==> src/rtl/chaf_div.sv <==
`default_nettype none
// ---------------------------------------------------------------------------
// chaf_div
// Pipelined restoring divider, one quotient bit per stage.
// ovf flags a quotient that does not fit in QW bits. Needs DW-QW <= VW.
// ---------------------------------------------------------------------------
module chaf_div #(
  parameter int DW = 62,
  parameter int VW = 32,
  parameter int QW = 31
) (
  input  wire logic          clk,
  input  wire logic          en,
  input  wire logic [DW-1:0] dividend,
  input  wire logic [VW-1:0] divisor,
  output logic      [QW-1:0] quotient,
  output logic               ovf
);

  localparam int HW = DW - QW;

  logic [VW-1:0] den_r [QW+1];
  logic [VW-1:0] rem_r [QW+1];
  logic [QW-1:0] low_r [QW+1];
  logic [QW-1:0] q_r   [QW+1];
  logic          ovf_r [QW+1];

  logic [VW-1:0] hi_ext;
  assign hi_ext = VW'(dividend[DW-1:QW]);

  always_ff @(posedge clk) begin
    if (en) begin
      den_r[0] <= divisor;
      rem_r[0] <= hi_ext;
      low_r[0] <= dividend[QW-1:0];
      q_r[0]   <= '0;
      ovf_r[0] <= (hi_ext >= divisor);
    end
  end

  for (genvar k = 1; k <= QW; k++) begin : g_stage
    logic [VW:0] rin;
    logic        take;
    assign rin  = {rem_r[k-1], low_r[k-1][QW-1]};
    assign take = (rin >= {1'b0, den_r[k-1]});

    always_ff @(posedge clk) begin
      if (en) begin
        den_r[k] <= den_r[k-1];
        rem_r[k] <= take ? VW'(rin - {1'b0, den_r[k-1]}) : rin[VW-1:0];
        low_r[k] <= {low_r[k-1][QW-2:0], 1'b0};
        q_r[k]   <= {q_r[k-1][QW-2:0], take};
        ovf_r[k] <= ovf_r[k-1];
      end
    end
  end

  assign quotient = q_r[QW];
  assign ovf      = ovf_r[QW];

endmodule
`default_nettype wire

==> config.mk <==
export PLATFORM = sky130hd
export DESIGN_NAME = chaf_div
export DESIGN_NICKNAME = d
export VERILOG_FILES = /design/src/rtl/chaf_div.sv
export SDC_FILE = /design/constraint.sdc
export NUM_CORES = 2
export LEC_CHECK = 0
export CORE_ASPECT_RATIO = 1.25
export CORE_MARGIN = 1
export CORE_UTILIZATION = 50
export DETAILED_ROUTE_END_ITERATION = 10
export DONT_BUFFER_PORTS = 1
export GPL_TIMING_DRIVEN = 0
export HOLD_SLACK_MARGIN = 0.08
export SETUP_SLACK_MARGIN = 0.5
export SYNTH_ARGS = -nofsm -noshare
export SYNTH_HDL_FRONTEND = slang
export SYNTH_SLANG_ARGS = --single-unit
==> constraint.sdc <==
create_clock -name clk -period 4.2 [get_ports clk]
set_input_delay 0.84 -clock clk [delete_from_list [all_inputs] [get_ports clk]]
set_output_delay 0.84 -clock clk [all_outputs]
set_load 0.005 [all_outputs]
After elaboration in Yosys (flattened, before gate mapping)
Memories as Yosys holds them, arrays and structs flattened.
Index checks and enable logic that the tools add are counted.

cells by class
  add/sub/neg operators = 31
  $lt $le $gt $ge = 32
  mux-type cells = 33

operators by type and width
  cell                                              count
  33-bit by 32-bit >= comparator with 1-bit output  31
  32-bit 2-to-1 mux                                 31
  32-bit subtractor                                 31
  31-bit by 32-bit >= comparator with 1-bit output  1
  1-bit 2-to-1 mux                                  2

word-level totals
  register bits after elaboration = 0
  RAM bits = 4064
  input port bits = 96
  output and inout port bits = 32
  word-level logic and storage cells = 101
  memories = 5

memories
  name   depth  width  rd ports  clocked after memory_dff  wr ports  line  text
  den_r  32     32     31        0                         32        22    logic [VW-1:0] den_r [QW+1];
  rem_r  32     32     31        0                         32        23    logic [VW-1:0] rem_r [QW+1];
  low_r  32     31     31        0                         32        24    logic [QW-1:0] low_r [QW+1];
  q_r    32     31     32        0                         32        25    logic [QW-1:0] q_r [QW+1];
  ovf_r  32     1      32        0                         32        26    logic ovf_r [QW+1];

Depth between registers and ports, before layout
An unclocked memory read counts as a cell.

  depth in word-level cells = 3
  depth in mapped cells = 15
  gate-level depth less buffers = 13

Worst setup path after synthesis
OpenSTA, ideal clock, no wires.

  kind = register -> register
  start = memory den_r[12][1], in the netlist den_r[3][1]
  end = memory rem_r[13][24] (data pin)
  library setup time = 262 ps
  arrival = 3136 ps
  required time = 3938 ps
  setup slack = 802 ps
  stages on the path, launching flop included = 15
  buffers on the path = 2
  period minus slack after synthesis = 3398 ps
  cell sequence = edfxtp_1 > inv_1 > ha_1 > nor2b_1 > o31a_1 > o211ai_2 > a41oi_2 > a2111oi_4 > o31ai_2 > a41o_1 > a41oi_1 > o31a_1 > buf_4 > buf_6 > mux2_1

RTL lines
  element          line
  start, declared  22
  end, declared    23

==> flow_summary_export.csv <==
group,metric,value,unit
run_status,outcome,"complete, but fails checks",
run_status,violations,"max-slew violations",
sta,setup-violations-final,0,
pwr,leakagePower,69.7,nW
die,start_util,50.3,%
sta,finalCritPeriodShare,91.3,%
synth,syn_nets,13907,
critical_path,cpLargestDelayFamily,"compound AO/OA/AOI/OAI gates",
die,die-area,310000,um2
critical_path,cp.depth,15,
synth,yosysUniqueCellTypes,107,
finish,post-route-cell-area,175000,um2
synth,synth.most_common_cell,"edfxtp_1",
clock_tree,clock-root-buffer,"clkbuf_16",
critical_path,start_kind,"register",
routing,drt_iter0_markers,7411,
worst_hold_path,hold_end,"ovf_r[0]",
critical_path,startpoint,"den_r[3][1]",
placed_design,dp_hpwl,295000,um
worst_hold_path,worstHoldStart,"divisor[31]",
run,drv_cap,0,
sta,rsz0062_at_grt,"yes",
finish,layout-drive-gt1-share,11.3,%
pwr,p_seq_share,34.5,%
critical_path,cp.buffers_inverters,4,
synth,synthCells,12758,
critical_path,arrival,4.44,ns
sta,period_minus_slack,3.84,ns
critical_path,setup.worst_path.end_class,"register",
critical_path,max_stage_delay,0.53,ns
sta,tightestPinTransition,1.62,ns
global_routing,first_global_vias,99008,
pwr,internal-power,0.0858,W
die,die_w,498,um
clock_tree,numCtsBuffers,318,
worst_hold_path,hp-class,"in2reg",
clock_tree,clock_latency,0.91,ns
routing,wire_per_inst,22.3,um
finish,nets,14520,
routing,drtAntennaViolNets,0,
clock_tree,cts.clk_slew.worst_paths,0.06,ns
routing,drt-total-wl,394000,um
global_routing,overflow,0,
synth,yosysTopAreaCell,"edfxtp_1",
sta,slew_headroom,-7.84,%
synth,synth_area,154000,um2
critical_path,ff2ff_path_depth,15,
pwr,p_total,0.139,W
pwr,powerDensity,797,nW/um2
critical_path,path_cells,"inv_2 -> ha_4 -> nor2b_4 -> o31a_1 -> o211ai_2 -> a41oi_2 -> a2111oi_4 -> o31ai_4 -> a41o_1 -> a41oi_2 -> o31a_1 -> buf_6 -> buf_12 -> buf_12 -> mux2_4",
placed_design,place_area,159000,um2
pwr,combPwrFrac,45.6,%
global_routing,grt.total_usage,24.8,%
finish,finish.utilization,57.1,%
die,die_h,622,um
pwr,swShare,38.4,%
synth,synth_edf_count,3007,
placed_design,io_buffers,0,
sta,max_freq,261,MHz
pwr,ir_worst_vdd,0.000554,V
clock_tree,cts_max_level,5,
critical_path,critical_path.reg2reg.endpoint,"rem_r[13][11]",
die,core,306000,um2
placed_design,routabilityCongestion,0.930,
global_routing,grt_antenna_before_repair,6,
clock_tree,cts_tree,"done",
critical_path,crit_slowest_cell,"a2111oi_4",
sta,hold_viol,0,
sta,slew_viol_final,142,
pwr,power.share.clock,19.9,%
sta,whs,0.311,ns
routing,vias,100296,
clock_tree,cts.sinks,3007,
synth,synth_common_cells,"edfxtp_1 (3007), inv_1 (1237), a21oi_1 (1036), ha_1 (1023), nand2_1 (934)",
critical_path,reg2reg_setup_slack,0.36,ns
global_routing,grt_max_degree,253,
routing,drtPass1Iterations,8,
critical_path,path_max_fanout,6,
synth,synthArstFlopShare,0,%
synth,yosys_most_used_dff,"edfxtp_1",
synth,post_synth.cell_area_avg,12.1,um2
worst_hold_path,min_path_cells,3,
die,rows,227,
synth,yosysSeqAreaShare,58.7,%
sta,final.setup.tns,0,ns
die,ios,128,
finish,syn2layout_area_growth,13.6,%
global_routing,grt_first_pass_wirelength,589000,um
clock_tree,cts_buffer_depth,4,
synth,yosys_warnings,0,
critical_path,crit_type,"reg2reg",
synth,yosysTopAreaCellShare,58.7,%
routing,drc,0,
synth,ys_ff_latch,3007,
critical_path,r2r-start,"den_r[3][1]",
critical_path,cp.required,4.81,ns
routing,vias_per_cell,5.69,
pwr,power.switching,0.0534,W
sta,fin_skew,0.0652,ns
synth,synthTopCellsByArea,"edfxtp_1 (59%), ha_1 (8.3%), a21oi_1 (3.4%)",
## how the worst max path moves through the flow
stage / endpoint / slack [ns]
after floorplan: rem_r[13][24] / 0.80
after global placement: rem_r[6][5] / -0.64
after detailed placement: low_r[0][364] / -1.23
after CTS: rem_r[1][26] / 0.27
after global routing: rem_r[13][11] / 0.23
final: rem_r[13][11] / 0.36
## placed cells by master (no fill, tap or decap), types with 35 or more instances in the layout
master / n
edfxtp_1: 3007
inv_1: 1229
ha_1: 988
a21oi_1: 966
nand2_1: 932
o21ai_0: 764
nor2_1: 684
a21o_1: 500
xnor2_1: 456
xor2_1: 356
clkbuf_16: 321
mux2_2: 238
nand3_1: 209
buf_4: 194
clkbuf_1: 165
nand4_1: 146
nor2b_1: 134
o21a_1: 131
nor3_1: 126
o21bai_1: 112
nand2b_1: 103
dlygate4sd3_1: 94
o21ai_1: 93
a31oi_1: 92
and3_1: 80
mux2_4: 70
clkinv_1: 67
a21oi_2: 58
clkbuf_2: 53
a211oi_1: 51
o31ai_1: 48
o31a_1: 47
o211ai_1: 45
and2_1: 44
or3_1: 42
clkinv_2: 42
or2_2: 35
nor4_1: 35
## kinds of logic after synthesis
group / share of synthesized area [%]
AOI/OAI and AO/OA: 13.5
DFF: 58.7
and+or+nand+nor: 8.14
buffers and inverters: 3.87
adders and majority gates: 8.71
xor gates and xnor gates: 4.62
muxes: 2.50
## stage by stage
stage,worst slack [ns],instances
floorplan,0.802,12758
global placement,-0.641,16765
detailed placement,-1.23,16778
CTS,0.268,17518
global route,0.235,17632
finish,0.364,17633
## tightest hold or removal path, cell delays in order
cell and delay, ns:
nor4_1 0.06, nand3_1 0.07, o21ai_0 0.07
## state kept, by name, indices dropped and copies added (netlist names)
register / count
den_r: 992
rem_r: 991
low_r: 496
q_r: 496
ovf_r: 32
## power by group through the flow
stage / Sequential [W] / Combinational (W) / Clock, W
final: 0.0480 / 0.0635 / 0.0276
after global routing: 0.0486 / 0.0696 / 0.0295
after CTS: 0.0481 / 0.0607 / 0.0284
after detailed placement: 0.0486 / 0.0579 / 0
after global placement: 0.0487 / 0.0569 / 0
after floorplan: 0.0456 / 0.0426 / 0
## metal layers
| layer | track usage [%] | part of all wire [%] | vias to the layer above |
|---|---|---|---|
| met5 | 0 | 0 | - |
| met4 | 10.5 | 4.7 | 0 |
| met3 | 2.80 | 3.7 | 811 |
| met2 | 45.3 | 52 | 2450 |
| met1 | 29.2 | 40 | 48802 |
| li1 | - | - | 48233 |
## repair_timing
action,4_1_cts,5_1_grt
hold endpoints to repair,194,0
setup endpoints to repair,1368,831
buffers inserted,71,107
cloned,5,2
pin swaps,37,116
hold buffers,95,0
gates resized for setup,339,456
## layout make-up
type,count,area [um2]
timing repair buffer,293,2990
clock inverter,209,2030
multi-input combinational,8217,59900
sequential,3007,90300
clock buffer,360,8160
inverter,1238,4650
tap,4007,5010
buffer,296,1750
antenna,6,15.0
fill,25018,131000
Note: power is estimated with default switching activity, not from simulation.
